<file path="config.mk">
export PLATFORM = sky130hd
export DESIGN_NAME = random_carrier_three_phase_pwm_flat
export DESIGN_NICKNAME = d
export VERILOG_FILES = /design/src/rcp_pkg.sv /design/src/rcp_in_if.sv /design/src/rcp_out_if.sv /design/src/rcp_div.sv /design/src/rcp_lane.sv /design/src/rcp_merge.sv /design/src/random_carrier_three_phase_pwm.sv /design/src/flat_wrapper.sv
export SDC_FILE = /design/constraint.sdc
export NUM_CORES = 2
export LEC_CHECK = 0
export BUFFER_PORTS_ARGS = -buffer_cell sky130_fd_sc_hd__buf_2
export CORE_UTILIZATION = 45
export DETAILED_ROUTE_END_ITERATION = 8
export SLEW_MARGIN = 20
export SYNTH_ARGS = -nofsm -noshare
export SYNTH_HDL_FRONTEND = slang
export SYNTH_SLANG_ARGS = --single-unit
</file>
<file path="constraint.sdc">
create_clock -name clk_i -period 9.4 [get_ports clk_i]
set_input_delay 0.47 -clock clk_i [delete_from_list [all_inputs] [get_ports clk_i]]
set_output_delay 0.47 -clock clk_i [all_outputs]
set_load 0.02 [all_outputs]
</file>
<file path="src/rcp_pkg.sv">
// ----------------------------------------------------------------------------
// rcp_pkg: shared definitions for the random-carrier three-phase PWM
// Widths, reset values, register indexes, state codes and the control
// structs passed between the sequencer, divider and compare lanes.
// ----------------------------------------------------------------------------
`default_nettype none

package rcp_pkg;

  // Field widths.
  localparam int VOLT_W     = 16;
  localparam int PER_W      = 16;
  localparam int CMP_W      = 17;
  localparam int BASE_W     = 17;
  localparam int SPAN_W     = 16;
  localparam int PSC_W      = 17;
  localparam int CLK_W      = 28;
  localparam int CFG_DATA_W = 28;
  localparam int CFG_IDX_W  = 3;
  localparam int RNG_W      = 32;

  // Divider widths: remainder and divisor hold the scaled carrier, the
  // shift register holds the first quotient, which does not exceed the clock value.
  localparam int REM_W = 49;
  localparam int QUO_W = 28;
  localparam int CNT_W = 5;

  // Number of steps (minus one) of each divider pass.
  localparam logic [CNT_W-1:0] DIV1_LAST = 5'd27;
  localparam logic [CNT_W-1:0] DIV2_LAST = 5'd15;

  // Register reset values.
  localparam logic [BASE_W-1:0] BASE_RST = 17'd10000;
  localparam logic [SPAN_W-1:0] SPAN_RST = 16'd0;
  localparam logic [PSC_W-1:0]  PSC_RST  = 17'd1;
  localparam logic [CLK_W-1:0]  CLK_RST  = 28'd72000000;

  // Generator seed and shift amounts.
  localparam logic [RNG_W-1:0] RNG_X_RST = 32'd123456789;
  localparam logic [RNG_W-1:0] RNG_Y_RST = 32'd362436069;
  localparam logic [RNG_W-1:0] RNG_Z_RST = 32'd521288629;
  localparam logic [RNG_W-1:0] RNG_W_RST = 32'd88675123;
  localparam int XS_A = 11;
  localparam int XS_B = 19;
  localparam int XS_C = 8;

  // Voltage limits in Q2.14.
  localparam logic signed [VOLT_W-1:0] VOLT_MAX = 16'sd16384;
  localparam logic signed [VOLT_W-1:0] VOLT_MIN = -16'sd16384;
  localparam logic [VOLT_W-1:0]        VOLT_OFS = 16'd16384;
  localparam logic [VOLT_W-1:0]        OFS_MAX  = 16'd32768;

  // Register indexes.
  typedef enum logic [CFG_IDX_W-1:0] {
    CFG_BASE = 3'd0,
    CFG_SPAN = 3'd1,
    CFG_PSC  = 3'd2,
    CFG_CLK  = 3'd3
  } rcp_cfg_e;

  // Sequencer states.
  typedef enum logic [2:0] {
    S_IDLE,
    S_MUL,
    S_CAR,
    S_DIV1,
    S_PSC,
    S_DIV2,
    S_LANE,
    S_DONE
  } rcp_state_e;

  // Divider status.
  typedef struct packed {
    logic busy;
    logic done;
  } rcp_div_stat_t;

  // Compare lane control.
  typedef struct packed {
    logic load;
    logic calc;
  } rcp_lane_ctrl_t;

endpackage

`default_nettype wire

</file>
<file path="src/rcp_in_if.sv">
// ----------------------------------------------------------------------------
// rcp_in_if: update channel
// Carries one beat of three phase voltage references.
// ----------------------------------------------------------------------------
`default_nettype none

interface rcp_in_if;
  logic                                valid;
  logic                                ready;
  logic signed [rcp_pkg::VOLT_W-1:0]   volt_u;
  logic signed [rcp_pkg::VOLT_W-1:0]   volt_v;
  logic signed [rcp_pkg::VOLT_W-1:0]   volt_w;

  modport source (output valid, output volt_u, output volt_v, output volt_w, input ready);
  modport sink   (input valid, input volt_u, input volt_v, input volt_w, output ready);
endinterface

`default_nettype wire

</file>
<file path="src/rcp_out_if.sv">
// ----------------------------------------------------------------------------
// rcp_out_if: timer setting channel
// Carries one beat of period count, three compare values and a flag.
// ----------------------------------------------------------------------------
`default_nettype none

interface rcp_out_if;
  logic                         valid;
  logic                         ready;
  logic [rcp_pkg::PER_W-1:0]    period_count;
  logic [rcp_pkg::CMP_W-1:0]    compare_u;
  logic [rcp_pkg::CMP_W-1:0]    compare_v;
  logic [rcp_pkg::CMP_W-1:0]    compare_w;
  logic                         period_saturated;

  modport source (output valid, output period_count, output compare_u, output compare_v,
                  output compare_w, output period_saturated, input ready);
  modport sink   (input valid, input period_count, input compare_u, input compare_v,
                  input compare_w, input period_saturated, output ready);
endinterface

`default_nettype wire

</file>
<file path="src/rcp_div.sv">
// ----------------------------------------------------------------------------
// rcp_div: serial restoring divider
// Shifts one dividend bit into the partial remainder per cycle and shifts
// one quotient bit out. The caller preloads remainder, divisor and the
// remaining dividend bits, and the number of steps.
// ----------------------------------------------------------------------------
`default_nettype none

module rcp_div (
  input  wire logic                          clk_i,
  input  wire logic                          rst_ni,
  input  wire logic                          start_i,
  input  wire logic [rcp_pkg::REM_W-1:0]     rem_i,
  input  wire logic [rcp_pkg::REM_W-1:0]     divisor_i,
  input  wire logic [rcp_pkg::QUO_W-1:0]     shift_i,
  input  wire logic [rcp_pkg::CNT_W-1:0]     last_i,
  output rcp_pkg::rcp_div_stat_t             stat_o,
  output logic [rcp_pkg::QUO_W-1:0]          quot_o
);

  logic [rcp_pkg::REM_W-1:0] rem_q, rem_d;
  logic [rcp_pkg::REM_W-1:0] dvs_q;
  logic [rcp_pkg::QUO_W-1:0] sh_q, sh_d;
  logic [rcp_pkg::CNT_W-1:0] cnt_q;
  logic                      busy_q;
  logic [rcp_pkg::REM_W:0]   trial;
  logic [rcp_pkg::REM_W:0]   diff;
  logic                      ge;

  // One restoring step: bring down the next dividend bit and try to subtract.
  always_comb begin
    trial = {rem_q, sh_q[rcp_pkg::QUO_W-1]};
    diff  = trial - {1'b0, dvs_q};
    ge    = (trial >= {1'b0, dvs_q});
    rem_d = ge ? diff[rcp_pkg::REM_W-1:0] : trial[rcp_pkg::REM_W-1:0];
    sh_d  = {sh_q[rcp_pkg::QUO_W-2:0], ge};
  end

  // Control: busy flag and step counter.
  always_ff @(posedge clk_i or negedge rst_ni) begin
    if (!rst_ni) begin
      busy_q <= 1'b0;
      cnt_q  <= '0;
    end else if (start_i) begin
      busy_q <= 1'b1;
      cnt_q  <= last_i;
    end else if (busy_q) begin
      if (cnt_q == '0) begin
        busy_q <= 1'b0;
      end else begin
        cnt_q <= cnt_q - 1'b1;
      end
    end
  end

  // Datapath registers.
  always_ff @(posedge clk_i) begin
    if (start_i) begin
      rem_q <= rem_i;
      dvs_q <= divisor_i;
      sh_q  <= shift_i;
    end else if (busy_q) begin
      rem_q <= rem_d;
      sh_q  <= sh_d;
    end
  end

  assign stat_o.busy = busy_q;
  assign stat_o.done = busy_q && (cnt_q == '0);
  assign quot_o      = sh_q;

`ifndef ASSERT_OFF
  // The partial remainder always stays below the divisor while stepping.
  a_rem_below_div: assert property (@(posedge clk_i) disable iff (!rst_ni)
    busy_q |-> (rem_q < dvs_q))
    else $error("divider remainder not below divisor");
`endif

endmodule

`default_nettype wire

</file>
<file path="src/rcp_lane.sv">
// ----------------------------------------------------------------------------
// rcp_lane: compare value lane for one phase
// Clamps the phase voltage to +-1.0 when the beat arrives, then forms
// floor((period + 1) * (1 + v) / 2) once the period is known.
// ----------------------------------------------------------------------------
`default_nettype none

module rcp_lane (
  input  wire logic                                clk_i,
  input  wire rcp_pkg::rcp_lane_ctrl_t             ctrl_i,
  input  wire logic signed [rcp_pkg::VOLT_W-1:0]   volt_i,
  input  wire logic [rcp_pkg::PER_W-1:0]           period_i,
  output logic [rcp_pkg::CMP_W-1:0]                cmp_o
);

  logic [rcp_pkg::VOLT_W-1:0]              ofs_q, ofs_d;
  logic [rcp_pkg::CMP_W-1:0]               cmp_q;
  logic [rcp_pkg::PER_W:0]                 per1;
  logic [rcp_pkg::PER_W+rcp_pkg::VOLT_W:0] prod;

  // Clamp and shift the voltage into the range 0 .. 2.0.
  always_comb begin
    if (volt_i > rcp_pkg::VOLT_MAX) begin
      ofs_d = rcp_pkg::OFS_MAX;
    end else if (volt_i < rcp_pkg::VOLT_MIN) begin
      ofs_d = '0;
    end else begin
      ofs_d = $unsigned(volt_i) + rcp_pkg::VOLT_OFS;
    end
  end

  // Scale the period by the duty and drop the fraction.
  assign per1 = {1'b0, period_i} + 1'b1;
  assign prod = per1 * ofs_q;

  always_ff @(posedge clk_i) begin
    if (ctrl_i.load) begin
      ofs_q <= ofs_d;
    end
    if (ctrl_i.calc) begin
      cmp_q <= prod[rcp_pkg::CMP_W+14:15];
    end
  end

  assign cmp_o = cmp_q;

endmodule

`default_nettype wire

</file>
<file path="src/rcp_merge.sv">
// ----------------------------------------------------------------------------
// rcp_merge: result merge and output register
// Combines the period and the three lane compare values into one beat and
// holds it until the sink takes it.
// ----------------------------------------------------------------------------
`default_nettype none

module rcp_merge (
  input  wire logic                        clk_i,
  input  wire logic                        rst_ni,
  input  wire logic                        load_i,
  input  wire logic [rcp_pkg::PER_W-1:0]   period_i,
  input  wire logic                        sat_i,
  input  wire logic [rcp_pkg::CMP_W-1:0]   cmp_u_i,
  input  wire logic [rcp_pkg::CMP_W-1:0]   cmp_v_i,
  input  wire logic [rcp_pkg::CMP_W-1:0]   cmp_w_i,
  output logic                             space_o,
  rcp_out_if.source                        out_o
);

  logic                      valid_q;
  logic [rcp_pkg::PER_W-1:0] period_q;
  logic                      sat_q;
  logic [rcp_pkg::CMP_W-1:0] cmp_u_q;
  logic [rcp_pkg::CMP_W-1:0] cmp_v_q;
  logic [rcp_pkg::CMP_W-1:0] cmp_w_q;

  // The register can take a new beat when empty or being drained.
  assign space_o = !valid_q || out_o.ready;

  always_ff @(posedge clk_i or negedge rst_ni) begin
    if (!rst_ni) begin
      valid_q <= 1'b0;
    end else if (load_i) begin
      valid_q <= 1'b1;
    end else if (out_o.ready) begin
      valid_q <= 1'b0;
    end
  end

  always_ff @(posedge clk_i) begin
    if (load_i) begin
      period_q <= period_i;
      sat_q    <= sat_i;
      cmp_u_q  <= cmp_u_i;
      cmp_v_q  <= cmp_v_i;
      cmp_w_q  <= cmp_w_i;
    end
  end

  assign out_o.valid            = valid_q;
  assign out_o.period_count     = period_q;
  assign out_o.period_saturated = sat_q;
  assign out_o.compare_u        = cmp_u_q;
  assign out_o.compare_v        = cmp_v_q;
  assign out_o.compare_w        = cmp_w_q;

endmodule

`default_nettype wire

</file>
<file path="src/random_carrier_three_phase_pwm.sv">
// ----------------------------------------------------------------------------
// Processing: each accepted update beat runs through the shared serial divider
// (28 steps for the carrier division, 16 for the prescaler division, which is
// skipped when the period saturates); a new beat is taken only once the result
// beat has been loaded into the output register.
// Reset: asynchronous, active low; configuration registers return to their
// defaults and the generator to its seed, with no clearing pass.
// ----------------------------------------------------------------------------
// random_carrier_three_phase_pwm: random-carrier three-phase PWM update
// Advances an xorshift128 generator per beat, forms a randomized carrier,
// divides it into a timer period and computes three phase compare values
// in parallel lanes.
// ----------------------------------------------------------------------------
`default_nettype none

module random_carrier_three_phase_pwm (
  input  wire logic                                clk_i,
  input  wire logic                                rst_ni,
  input  wire logic                                cfg_we_i,
  input  wire logic [rcp_pkg::CFG_IDX_W-1:0]       cfg_idx_i,
  input  wire logic [rcp_pkg::CFG_DATA_W-1:0]      cfg_data_i,
  rcp_in_if.sink                                   in_i,
  rcp_out_if.source                                out_o
);

  // Configuration registers.
  logic [rcp_pkg::BASE_W-1:0] base_q;
  logic [rcp_pkg::SPAN_W-1:0] span_q;
  logic [rcp_pkg::PSC_W-1:0]  psc_q;
  logic [rcp_pkg::CLK_W-1:0]  clk_hz_q;

  // Generator state.
  logic [rcp_pkg::RNG_W-1:0] rng_x_q, rng_y_q, rng_z_q, rng_w_q;
  logic [rcp_pkg::RNG_W-1:0] rng_t, rng_w_d;

  // Sequencer.
  rcp_pkg::rcp_state_e state_q, state_d;
  logic                accept;

  // Carrier and divider hookup.
  logic [rcp_pkg::SPAN_W+rcp_pkg::RNG_W-1:0] prod_q;
  logic signed [rcp_pkg::BASE_W:0]           car_ofs;
  logic [rcp_pkg::REM_W:0]                   car_raw;
  logic [rcp_pkg::REM_W-1:0]                 car_clamp;
  logic [rcp_pkg::PSC_W-1:0]                 psc_eff;
  logic [rcp_pkg::PSC_W:0]                   psc_dbl;
  logic                                      sat_now;
  logic                                      sat_q;
  logic                                      div_start;
  logic [rcp_pkg::REM_W-1:0]                 div_rem;
  logic [rcp_pkg::REM_W-1:0]                 div_dvs;
  logic [rcp_pkg::QUO_W-1:0]                 div_sh;
  logic [rcp_pkg::CNT_W-1:0]                 div_last;
  rcp_pkg::rcp_div_stat_t                    div_stat;
  logic [rcp_pkg::QUO_W-1:0]                 quot;
  logic [rcp_pkg::PER_W-1:0]                 period;

  // Lanes and merge.
  rcp_pkg::rcp_lane_ctrl_t    lane_ctrl;
  logic [rcp_pkg::CMP_W-1:0]  cmp_u, cmp_v, cmp_w;
  logic                       out_space;
  logic                       merge_load;

  assign accept = in_i.valid && in_i.ready;

  // Register writes; indexes past the list are ignored.
  always_ff @(posedge clk_i or negedge rst_ni) begin
    if (!rst_ni) begin
      base_q   <= rcp_pkg::BASE_RST;
      span_q   <= rcp_pkg::SPAN_RST;
      psc_q    <= rcp_pkg::PSC_RST;
      clk_hz_q <= rcp_pkg::CLK_RST;
    end else if (cfg_we_i) begin
      case (cfg_idx_i)
        rcp_pkg::CFG_BASE: base_q   <= cfg_data_i[rcp_pkg::BASE_W-1:0];
        rcp_pkg::CFG_SPAN: span_q   <= cfg_data_i[rcp_pkg::SPAN_W-1:0];
        rcp_pkg::CFG_PSC:  psc_q    <= cfg_data_i[rcp_pkg::PSC_W-1:0];
        rcp_pkg::CFG_CLK:  clk_hz_q <= cfg_data_i[rcp_pkg::CLK_W-1:0];
        default: ;
      endcase
    end
  end

  // The generator advances once per accepted beat.
  always_comb begin
    rng_t   = rng_x_q ^ (rng_x_q << rcp_pkg::XS_A);
    rng_w_d = rng_w_q ^ (rng_w_q >> rcp_pkg::XS_B) ^ rng_t ^ (rng_t >> rcp_pkg::XS_C);
  end

  always_ff @(posedge clk_i or negedge rst_ni) begin
    if (!rst_ni) begin
      rng_x_q <= rcp_pkg::RNG_X_RST;
      rng_y_q <= rcp_pkg::RNG_Y_RST;
      rng_z_q <= rcp_pkg::RNG_Z_RST;
      rng_w_q <= rcp_pkg::RNG_W_RST;
    end else if (accept) begin
      rng_x_q <= rng_y_q;
      rng_y_q <= rng_z_q;
      rng_z_q <= rng_w_q;
      rng_w_q <= rng_w_d;
    end
  end

  // Scaled carrier: (base - span) * 2^31 + span * w, at least 2^31 (1 Hz).
  assign car_ofs = $signed({1'b0, base_q}) - $signed({2'b0, span_q});
  assign car_raw = {car_ofs[rcp_pkg::BASE_W], car_ofs, 31'd0} + {2'b0, prod_q};
  always_comb begin
    if (car_raw[rcp_pkg::REM_W] || (car_raw[rcp_pkg::REM_W-1:31] == '0)) begin
      car_clamp = {{(rcp_pkg::REM_W-32){1'b0}}, 1'b1, 31'd0};
    end else begin
      car_clamp = car_raw[rcp_pkg::REM_W-1:0];
    end
  end

  always_ff @(posedge clk_i) begin
    if (state_q == rcp_pkg::S_MUL) begin
      prod_q <= span_q * rng_w_q;
    end
  end

  // Prescaler stage: divisor is twice the prescaler, zero taken as one.
  assign psc_eff = (psc_q == '0) ? {{(rcp_pkg::PSC_W-1){1'b0}}, 1'b1} : psc_q;
  assign psc_dbl = {psc_eff, 1'b0};
  assign sat_now = ({6'd0, quot[rcp_pkg::QUO_W-1:16]} >= psc_dbl);

  always_ff @(posedge clk_i) begin
    if (state_q == rcp_pkg::S_PSC) begin
      sat_q <= sat_now;
    end
  end

  assign period = sat_q ? {rcp_pkg::PER_W{1'b1}} : quot[rcp_pkg::PER_W-1:0];

  // Divider operands for the carrier pass and for the prescaler pass.
  always_comb begin
    if (state_q == rcp_pkg::S_CAR) begin
      div_rem  = {18'd0, clk_hz_q, 3'd0};
      div_dvs  = car_clamp;
      div_sh   = '0;
      div_last = rcp_pkg::DIV1_LAST;
    end else begin
      div_rem  = {37'd0, quot[rcp_pkg::QUO_W-1:16]};
      div_dvs  = {31'd0, psc_dbl};
      div_sh   = {quot[15:0], 12'd0};
      div_last = rcp_pkg::DIV2_LAST;
    end
  end

  // Next state.
  always_comb begin
    state_d = state_q;
    case (state_q)
      rcp_pkg::S_IDLE: if (in_i.valid) state_d = rcp_pkg::S_MUL;
      rcp_pkg::S_MUL:  state_d = rcp_pkg::S_CAR;
      rcp_pkg::S_CAR:  state_d = rcp_pkg::S_DIV1;
      rcp_pkg::S_DIV1: if (div_stat.done) state_d = rcp_pkg::S_PSC;
      rcp_pkg::S_PSC:  state_d = sat_now ? rcp_pkg::S_LANE : rcp_pkg::S_DIV2;
      rcp_pkg::S_DIV2: if (div_stat.done) state_d = rcp_pkg::S_LANE;
      rcp_pkg::S_LANE: state_d = rcp_pkg::S_DONE;
      rcp_pkg::S_DONE: if (out_space) state_d = rcp_pkg::S_IDLE;
      default:         state_d = rcp_pkg::S_IDLE;
    endcase
  end

  // Sequencer outputs.
  always_comb begin
    in_i.ready     = 1'b0;
    div_start      = 1'b0;
    lane_ctrl.load = 1'b0;
    lane_ctrl.calc = 1'b0;
    merge_load     = 1'b0;
    case (state_q)
      rcp_pkg::S_IDLE: begin
        in_i.ready     = 1'b1;
        lane_ctrl.load = in_i.valid;
      end
      rcp_pkg::S_CAR:  div_start      = 1'b1;
      rcp_pkg::S_PSC:  div_start      = !sat_now;
      rcp_pkg::S_LANE: lane_ctrl.calc = 1'b1;
      rcp_pkg::S_DONE: merge_load     = out_space;
      default: ;
    endcase
  end

  always_ff @(posedge clk_i or negedge rst_ni) begin
    if (!rst_ni) begin
      state_q <= rcp_pkg::S_IDLE;
    end else begin
      state_q <= state_d;
    end
  end

  // Shared serial divider.
  rcp_div u_div (
    .clk_i     (clk_i),
    .rst_ni    (rst_ni),
    .start_i   (div_start),
    .rem_i     (div_rem),
    .divisor_i (div_dvs),
    .shift_i   (div_sh),
    .last_i    (div_last),
    .stat_o    (div_stat),
    .quot_o    (quot)
  );

  // One compare lane per phase.
  rcp_lane u_lane_u (
    .clk_i    (clk_i),
    .ctrl_i   (lane_ctrl),
    .volt_i   (in_i.volt_u),
    .period_i (period),
    .cmp_o    (cmp_u)
  );

  rcp_lane u_lane_v (
    .clk_i    (clk_i),
    .ctrl_i   (lane_ctrl),
    .volt_i   (in_i.volt_v),
    .period_i (period),
    .cmp_o    (cmp_v)
  );

  rcp_lane u_lane_w (
    .clk_i    (clk_i),
    .ctrl_i   (lane_ctrl),
    .volt_i   (in_i.volt_w),
    .period_i (period),
    .cmp_o    (cmp_w)
  );

  // Merge the lanes into the result beat.
  rcp_merge u_merge (
    .clk_i    (clk_i),
    .rst_ni   (rst_ni),
    .load_i   (merge_load),
    .period_i (period),
    .sat_i    (sat_q),
    .cmp_u_i  (cmp_u),
    .cmp_v_i  (cmp_v),
    .cmp_w_i  (cmp_w),
    .space_o  (out_space),
    .out_o    (out_o)
  );

`ifndef ASSERT_OFF
  // A saturated period is always reported as the full 16-bit count.
  a_sat_full: assert property (@(posedge clk_i) disable iff (!rst_ni)
    (out_o.valid && out_o.period_saturated) |-> (out_o.period_count == 16'hFFFF))
    else $error("saturated beat without full period");

  // No compare value exceeds the period plus one.
  a_cmp_range: assert property (@(posedge clk_i) disable iff (!rst_ni)
    out_o.valid |-> ((out_o.compare_u <= ({1'b0, out_o.period_count} + 17'd1)) &&
                     (out_o.compare_v <= ({1'b0, out_o.period_count} + 17'd1)) &&
                     (out_o.compare_w <= ({1'b0, out_o.period_count} + 17'd1))))
    else $error("compare value above period");

  // An accepted beat always starts the carrier computation.
  a_accept_busy: assert property (@(posedge clk_i) disable iff (!rst_ni)
    accept |=> (state_q == rcp_pkg::S_MUL))
    else $error("accepted beat did not start processing");
`endif

endmodule

`default_nettype wire

</file>
<file path="src/flat_wrapper.sv">
// flat-port wrapper written by rule: the top's interface ports become plain ports
module random_carrier_three_phase_pwm_flat 
  (clk_i, rst_ni, cfg_we_i, cfg_idx_i, cfg_data_i, in_i_valid, in_i_volt_u, in_i_volt_v, in_i_volt_w, in_i_ready, out_o_valid, out_o_period_count, out_o_compare_u, out_o_compare_v, out_o_compare_w, out_o_period_saturated, out_o_ready);
  rcp_in_if in_i_i ();
  rcp_out_if out_o_i ();
  input  wire logic clk_i;
  input  wire logic rst_ni;
  input  wire logic cfg_we_i;
  input  wire logic [rcp_pkg::CFG_IDX_W-1:0] cfg_idx_i;
  input  wire logic [rcp_pkg::CFG_DATA_W-1:0] cfg_data_i;
  input wire logic [$bits(in_i_i.valid)-1:0] in_i_valid;
  input wire logic [$bits(in_i_i.volt_u)-1:0] in_i_volt_u;
  input wire logic [$bits(in_i_i.volt_v)-1:0] in_i_volt_v;
  input wire logic [$bits(in_i_i.volt_w)-1:0] in_i_volt_w;
  output wire logic [$bits(in_i_i.ready)-1:0] in_i_ready;
  output wire logic [$bits(out_o_i.valid)-1:0] out_o_valid;
  output wire logic [$bits(out_o_i.period_count)-1:0] out_o_period_count;
  output wire logic [$bits(out_o_i.compare_u)-1:0] out_o_compare_u;
  output wire logic [$bits(out_o_i.compare_v)-1:0] out_o_compare_v;
  output wire logic [$bits(out_o_i.compare_w)-1:0] out_o_compare_w;
  output wire logic [$bits(out_o_i.period_saturated)-1:0] out_o_period_saturated;
  input wire logic [$bits(out_o_i.ready)-1:0] out_o_ready;
  assign in_i_i.valid = in_i_valid;
  assign in_i_i.volt_u = in_i_volt_u;
  assign in_i_i.volt_v = in_i_volt_v;
  assign in_i_i.volt_w = in_i_volt_w;
  assign in_i_ready = in_i_i.ready;
  assign out_o_valid = out_o_i.valid;
  assign out_o_period_count = out_o_i.period_count;
  assign out_o_compare_u = out_o_i.compare_u;
  assign out_o_compare_v = out_o_i.compare_v;
  assign out_o_compare_w = out_o_i.compare_w;
  assign out_o_period_saturated = out_o_i.period_saturated;
  assign out_o_i.ready = out_o_ready;
  random_carrier_three_phase_pwm u_core (.clk_i(clk_i), .rst_ni(rst_ni), .cfg_we_i(cfg_we_i), .cfg_idx_i(cfg_idx_i), .cfg_data_i(cfg_data_i), .in_i(in_i_i), .out_o(out_o_i));
endmodule
</file>
Yosys cells after proc, flatten, opt, wreduce, memory -nomap -nowiden
Cells that the tools add are included.

Output and inout port bits: 70. Input bits: 84. Register bits: 558. Word-level logic and storage cells: 130.

Equal/unequal tests: 15. Add/sub/neg operators: 8. Muxes and demuxes: 34. Multipliers: 4. Bitwise operators: 5. Reductions and logical operators: 23. Order comparisons: 8.

Operators with widths (number): 2-to-1 mux 49 bit (3); multiplier 17 x 16 -> 32 bit (3); 2-to-1 mux 28 bit (3); 2-to-1 mux 16 bit (4); XOR 32 bit (2); adder 49 x 49 -> 50 bit (1); greater-or-equal comparator 50 x 49 -> 1 bit (1); subtractor 49 bit (1); adder 16 x 15 -> 16 bit (second input constant) (3); > comparator 16 bit (second input constant) (3); < comparator 16 x 15 -> 1 bit (second input constant) (3); multiplier 16 x 32 -> 48 bit (1); 2-to-1 mux 32 bit (1); XOR 32 x 13 -> 32 bit (1); XOR 32 x 24 -> 32 bit (1); 2-to-1 mux 31 bit (1); case mux 3 bit (8 select lines) (1); 2-to-1 mux 5 bit (4); greater-or-equal comparator 12 x 18 -> 1 bit (1); logical NOT 18 bit (1); 2-to-1 mux 18 bit (1); subtractor 17 x 16 -> 18 bit (1); adder 16 x 1 -> 17 bit (second input constant) (1); logical NOT 17 bit (1); other kinds (21) (54).

Longest topological paths before layout
Depth after elaboration: 7. Gate-level depth with buffers: 34. Gate-level depth less buffers: 32.

Modules after synthesis
A second synthesis with hierarchy kept.

Cell total of the unflattened synthesis: 7208. Area total of the unflattened synthesis: 69994.6 µm².

Modules (own cells, without submodules): random_carrier_three_phase_pwm (instances 1, area each 28995.3 µm², cells each 2997); rcp_lane (u_core.u_lane_v) (instances 1, area each 10348.7 µm², cells each 1140); rcp_lane (u_core.u_lane_w) (instances 1, area each 10144.7 µm², cells each 1103); rcp_lane (u_core.u_lane_u) (instances 1, area each 10054.6 µm², cells each 1083); rcp_div (instances 1, area each 8361.8 µm², cells each 814); rcp_merge (instances 1, area each 2089.5 µm², cells each 71).

Worst setup path after synthesis
No wires, ideal clock.

Kind: reg-to-reg. Start point: register u_core.sat_q. End point: register u_core.u_lane_v.cmp_q (netlist bit u_core.u_lane_v.cmp_o[16]) (data pin). Arrival time: 7.658 ns. Slack: 1.483 ns. Period minus slack after synthesis: 7.917 ns. Buffers on the path: 4. Cell stages (with the launch flop): 33. Required time: 9.141 ns. Cell sequence: edfxtp_1 buf_6 clkbuf_1 or2_2 ha_1 nand2_1 nor2_1 a21oi_1 nor2_1 clkbuf_1 clkbuf_1 nand2_1 fa_1 fa_1 fa_1 inv_1 fa_1 fa_1 inv_1 fa_1 inv_1 ha_1 a211oi_1 o21ai_1 nor4b_4 a211oi_4 a311oi_2 a221oi_4 a41oi_2 o21ai_2 nor4_1 nor3_2 xnor2_1.

Longest elaborated chain between the ends: 3.

Ends and longest elaborated chain: from (decl) (line random_carrier_three_phase_pwm.sv:48) `logic sat_q;`; from (signal assigned) (line random_carrier_three_phase_pwm.sv:128) `sat_q <= sat_now;`; 2-to-1 mux 16 bit (line random_carrier_three_phase_pwm.sv:132) `assign period = sat_q ? {rcp_pkg::PER_W{1'b1}} : quot[rcp_pkg::PER_W-1:0];`; named net u_core.period (one bit) (line random_carrier_three_phase_pwm.sv:56) `logic [rcp_pkg::PER_W-1:0] period;`; adder 16 x 1 -> 17 bit (line rcp_lane.sv:33) `assign per1 = {1'b0, period_i} + 1'b1;`; multiplier 17 x 16 -> 32 bit (line rcp_lane.sv:34) `assign prod = per1 * ofs_q;`; named net u_core.u_lane_v.prod (one bit) (line rcp_lane.sv:19) `logic [rcp_pkg::PER_W+rcp_pkg::VOLT_W:0] prod;`; to (signal assigned) (line rcp_lane.sv:41) `cmp_q <= prod[rcp_pkg::CMP_W+14:15];`; to (decl) (line rcp_lane.sv:17) `logic [rcp_pkg::CMP_W-1:0] cmp_q;`.

The timed path passes the listed nets, and every way through them passes these cells. A chain may end at the register's enable or synchronous reset.

Worst setup path in the final report
Start point: register u_core.sat_q. End point: register u_core.u_lane_u.cmp_q (netlist bit u_core.u_lane_u.cmp_o[15]) (data pin).

Longest elaborated chain between the ends: 3.

Ends and longest elaborated chain (line): 2-to-1 mux 16 bit (random_carrier_three_phase_pwm.sv:132); named net u_core.period (one bit) (random_carrier_three_phase_pwm.sv:56); adder 16 x 1 -> 17 bit (rcp_lane.sv:33); multiplier 17 x 16 -> 32 bit (rcp_lane.sv:34); named net u_core.u_lane_u.prod (one bit) (rcp_lane.sv:19); to (signal assigned) (rcp_lane.sv:41); to (decl) (rcp_lane.sv:17).

The timed path passes the listed nets, and every way through them passes these cells.

==> impl_results.html <==
<table>
<tr><th>Metric</th><th>Value</th></tr>
<tr><th colspan="2">CTS</th></tr>
<tr><td>CTS H-tree depth</td><td>3</td></tr>
<tr><td>Number of buffers created by CTS</td><td>70</td></tr>
<tr><td>Clock root buffer</td><td>clkbuf_16</td></tr>
<tr><td>Clock Pin Slew Worst Setup and Hold Paths</td><td>70 ps</td></tr>
<tr><td>Insertion delay of the later-clocked pin in the worst-skew pair</td><td>700 ps</td></tr>
<tr><td>CTS tree</td><td>done</td></tr>
<tr><td>Number of clock sinks</td><td>558</td></tr>
<tr><td>CTS Buffer Depth</td><td>3</td></tr>
<tr><th colspan="2">Timing</th></tr>
<tr><td>Tightest Pin Transition</td><td>1123 ps</td></tr>
<tr><td>Max-slew headroom</td><td>25.12%</td></tr>
<tr><td>Final Max Tran Viols</td><td>0</td></tr>
<tr><td>Clk_skew</td><td>51.81 ps</td></tr>
<tr><td>Peak clock frequency supported by timing</td><td>0.1115 GHz</td></tr>
<tr><td>Number of setup violations in the final report</td><td>0</td></tr>
<tr><td>RSZ-0062 raised after global routing</td><td>false</td></tr>
<tr><td>Post-route minimum period</td><td>8966 ps</td></tr>
<tr><td>Endpoints failing hold</td><td>0</td></tr>
<tr><td>Fraction of the cycle the final worst path needs</td><td>95.38%</td></tr>
<tr><td>Final total negative setup slack</td><td>0 ps</td></tr>
<tr><th colspan="2">Synthesis</th></tr>
<tr><td>Arithmetic-cell share of the synthesized area counting full adders, half adders and majority gates</td><td>40.40%</td></tr>
<tr><td>Ys flop type</td><td>edfxtp_1</td></tr>
<tr><td>Post-synthesis cell count</td><td>6833</td></tr>
<tr><td>YS warnings</td><td>0</td></tr>
<tr><td>Most used standard cell by instance count after synthesis</td><td>inv_1</td></tr>
<tr><td>Dominant combinational cell family by area after synthesis</td><td>adder cells</td></tr>
<tr><td>Mux contribution to synthesized area</td><td>2.944%</td></tr>
<tr><td>Compound-Gate Fraction of Synth Area</td><td>5.820%</td></tr>
<tr><td>Post-synthesis share of cell area spent on and, or, nand and nor gates</td><td>14.49%</td></tr>
<tr><td>Portion of synthesized cell area occupied by the leading cell type</td><td>30.92%</td></tr>
<tr><td>Post-synthesis instance area</td><td>0.06727 mm2</td></tr>
<tr><td>Net Count, Synth</td><td>8466</td></tr>
<tr><td>Post-synth ARST share</td><td>38.71%</td></tr>
<tr><td>Register bit total from synthesis</td><td>558</td></tr>
<tr><td>Number of enable-type register cells in the synthesized netlist</td><td>342</td></tr>
<tr><td>Cell taking the most area after synthesis</td><td>fa_1</td></tr>
<tr><td>Number of unique standard cell types used by synthesis</td><td>102</td></tr>
<tr><td>Synthesized area per cell</td><td>9.845 um2</td></tr>
<tr><td>Synth top area cells</td><td>fa_1 31%, edfxtp_1 15%, ha_1 9.5%</td></tr>
<tr><td>Post-synthesis share of cell area spent on xor and xnor gates</td><td>3.489%</td></tr>
<tr><td>Sequential-to-total area share from yosys stat</td><td>23.44%</td></tr>
<tr><td>Most frequent cells after synthesis</td><td>1345 x inv_1, 1039 x fa_1, 999 x nand2_1</td></tr>
<tr><th colspan="2">Die</th></tr>
<tr><td>X dimension of the die</td><td>388.6 um</td></tr>
<tr><td>Number of rows in the core area</td><td>141</td></tr>
<tr><td>Placeable core area</td><td>0.1480 mm2</td></tr>
<tr><td>Top-Level Pins</td><td>154</td></tr>
<tr><td>Die area</td><td>0.1510 mm2</td></tr>
<tr><td>Die height</td><td>388.6 um</td></tr>
<tr><td>Effective utilization at floorplan</td><td>45.45%</td></tr>
<tr><th colspan="2">Critical path</th></tr>
<tr><td>Arrival time of data at the critical path endpoint</td><td>9370 ps</td></tr>
<tr><td>Cell mode on critical path</td><td>fa_1</td></tr>
<tr><td>R2R cell count</td><td>28</td></tr>
<tr><td>Startpoint type of the worst setup path</td><td>flop</td></tr>
<tr><td>Critical-path maximum fanout</td><td>28</td></tr>
<tr><td>End of the worst register-to-register path</td><td>u_core.u_lane_u.cmp_o[15]</td></tr>
<tr><td>Setup slack on the worst flop-to-flop path</td><td>430 ps</td></tr>
<tr><td>Kind of end point of the critical path</td><td>flop</td></tr>
<tr><td>Required time reported for the critical path endpoint</td><td>9800 ps</td></tr>
<tr><td>Startpoint of the worst register-to-register path</td><td>u_core.sat_q</td></tr>
<tr><td>Type of the worst setup path</td><td>reg -&gt; reg</td></tr>
<tr><td>Highest cell delay on the worst timing path</td><td>790 ps</td></tr>
<tr><td>Cell with the largest stage delay on the worst path</td><td>xnor2_2</td></tr>
<tr><th colspan="2">Job</th></tr>
<tr><td>Number of max-cap violations</td><td>0</td></tr>
<tr><th colspan="2">Min path</th></tr>
<tr><td>Critical hold path startpoint</td><td>in_i_volt_w[5]</td></tr>
<tr><td>Worst min-delay path endpoint</td><td>u_core.u_lane_w.ofs_q[5]</td></tr>
<tr><td>Path class of the lowest-slack min-delay path</td><td>in -&gt; reg</td></tr>
<tr><td>Hold depth</td><td>2</td></tr>
<tr><th colspan="2">Status</th></tr>
<tr><td>Result of the run</td><td>finished clean</td></tr>
<tr><th colspan="2">Routing</th></tr>
<tr><td>Drt pass-1 iters</td><td>7</td></tr>
<tr><td>DR WL/cell</td><td>19.10 um</td></tr>
<tr><td>Routed WL</td><td>168400 um</td></tr>
<tr><td>Post-route antenna net violation count</td><td>0</td></tr>
<tr><td>Post-route DRC</td><td>0</td></tr>
<tr><td>Number of vias after detailed routing</td><td>46370</td></tr>
<tr><td>Detailed Route Iter0 Violations</td><td>2901</td></tr>
<tr><td>Number of vias per cell</td><td>5.261</td></tr>
<tr><th colspan="2">Global route</th></tr>
<tr><td>All-Layer GR Usage</td><td>23.04%</td></tr>
<tr><td>Global-route wire length before repair</td><td>272400 um</td></tr>
<tr><td>Maximum number of pins on one net before global-route repair</td><td>154</td></tr>
<tr><td>Residual overflow from global routing</td><td>0</td></tr>
<tr><td>Number of global-route vias before repair</td><td>48840</td></tr>
<tr><td>Number of antenna violations at the first check in global routing</td><td>9</td></tr>
<tr><th colspan="2">Place</th></tr>
<tr><td>Routability Congestion</td><td>0.8885</td></tr>
<tr><td>DPL Wire Length</td><td>125400 um</td></tr>
<tr><td>Port Buffer Count</td><td>153</td></tr>
<tr><th colspan="2">Cells and area</th></tr>
<tr><td>Synthesis-to-finish area growth</td><td>7.834%</td></tr>
<tr><td>Total Nets Final</td><td>8460</td></tr>
<tr><td>Share of final-layout standard cells stronger than drive strength 1</td><td>9.401%</td></tr>
</table>
## worst max-delay path: cells and delay by family, from the launching register on
family / cells / cell delay, ps
buf+inv: 5 / 520
fa+ha+maj: 8 / 3410
simple gates: 6 / 1060
xor+xnor: 1 / 790
flops: 1 / 560
compound gates: 8 / 2300
## sequential cells by signal, indices dropped and copies added (netlist names), 32 cells and up
name and count:
u_core.rng_y_q 32, u_core.rng_w_q 32, u_core.rng_z_q 32, u_core.u_div.rem_q 49
u_core.rng_x_q 32, u_core.prod_q 48, u_core.u_div.dvs_q 49
## logic make-up after synthesis
| group | count (synthesis) |
|---|---|
| buffers and inverters | 1669 |
| xor gates and xnor gates | 268 |
| adders and majority gates | 1549 |
| DFF | 558 |
| and+or+nand+nor | 2018 |
| muxes | 179 |
| AOI/OAI and AO/OA | 592 |
## timing repair
action / 4_1_cts / 5_1_grt
hold buffers: 12 / 0
hold endpoints to repair: 40 / 0
resized for setup: 0 / 2
buffers inserted: 0 / 2
endpoints found under the setup margin: 0 / 5
## layer usage
metal | up-vias | global-route usage, % | wire, um | share of wire [%]
met4 | 0 | 5.627 | 3708 | 2.2
met3 | 229 | 3.117 | 9865 | 5.9
met5 | - | 0 | 0 | 0
met1 | 23820 | 32.11 | 74840 | 44
met2 | 1222 | 37.94 | 79970 | 47
li1 | 21100 | - | - | -
## cell usage in the layout (no fill, tap or decap), types with 19 or more instances in the layout
cell,netlist,routed
inv_1,1345,1345
fa_1,1039,1039
nand2_1,999,999
and2_1,590,589
ha_1,510,510
edfxtp_1,342,342
xnor2_1,197,186
nor2_1,155,154
a21oi_1,154,154
buf_2,2,152
mux2_2,151,151
dfrtp_1,142,134
o21ai_0,126,126
dfstp_2,74,74
clkbuf_16,0,71
a21o_1,70,70
xor2_1,71,69
buf_4,4,66
nor3_1,51,50
nand3_1,43,43
nor2b_1,41,40
o21a_1,34,34
mux2i_1,28,28
nand4_1,24,24
o21ai_1,24,24
o21bai_1,23,23
nand2b_1,22,22
a211oi_1,19,19
## worst max path at each step
stage                            start                   endpoint  slack (ps)  depth (start not counted)
after floorplan           u_core.sat_q  u_core.u_lane_v.cmp_o[16]        1480                         32
after global placement    u_core.sat_q  u_core.u_lane_v.cmp_o[16]         680                         30
after detailed placement  u_core.sat_q  u_core.u_lane_u.cmp_o[15]         470                         28
after CTS                 u_core.sat_q  u_core.u_lane_u.cmp_o[15]         400                         28
after global routing      u_core.sat_q  u_core.u_lane_u.cmp_o[15]          50                         30
final                     u_core.sat_q  u_core.u_lane_u.cmp_o[15]         430                         28
## area by class of cell
type,count,area [um2]
clock buffers,92,1886
clock inverters,35,342.8
diodes,2,5.005
multi-input cells,4606,45400
fillers,13740,75470
repair buffers,244,1659
well taps,1930,2415
inverters,1347,5056
flip-flops and latches,558,15780
## through the flow
stage                     util, %  cell area [um2]  setup slack [ps]  std cells  hold WS [ps]
final                       49.01            72540             434.4       8814         75.89
after global routing        49.01            72540             53.99       8813         42.33
after CTS                   48.96            72460             403.4       8809         5.666
after detailed placement    47.37            70120             468.6       8670         405.1
after global placement      47.37            70120             675.9       8670         402.1
after floorplan                 -            67270              1483       6833         174.4
Power is left out: the tool's default activity adds up to more than one toggle a clock period on the data nets, which glitch-free logic cannot reach.
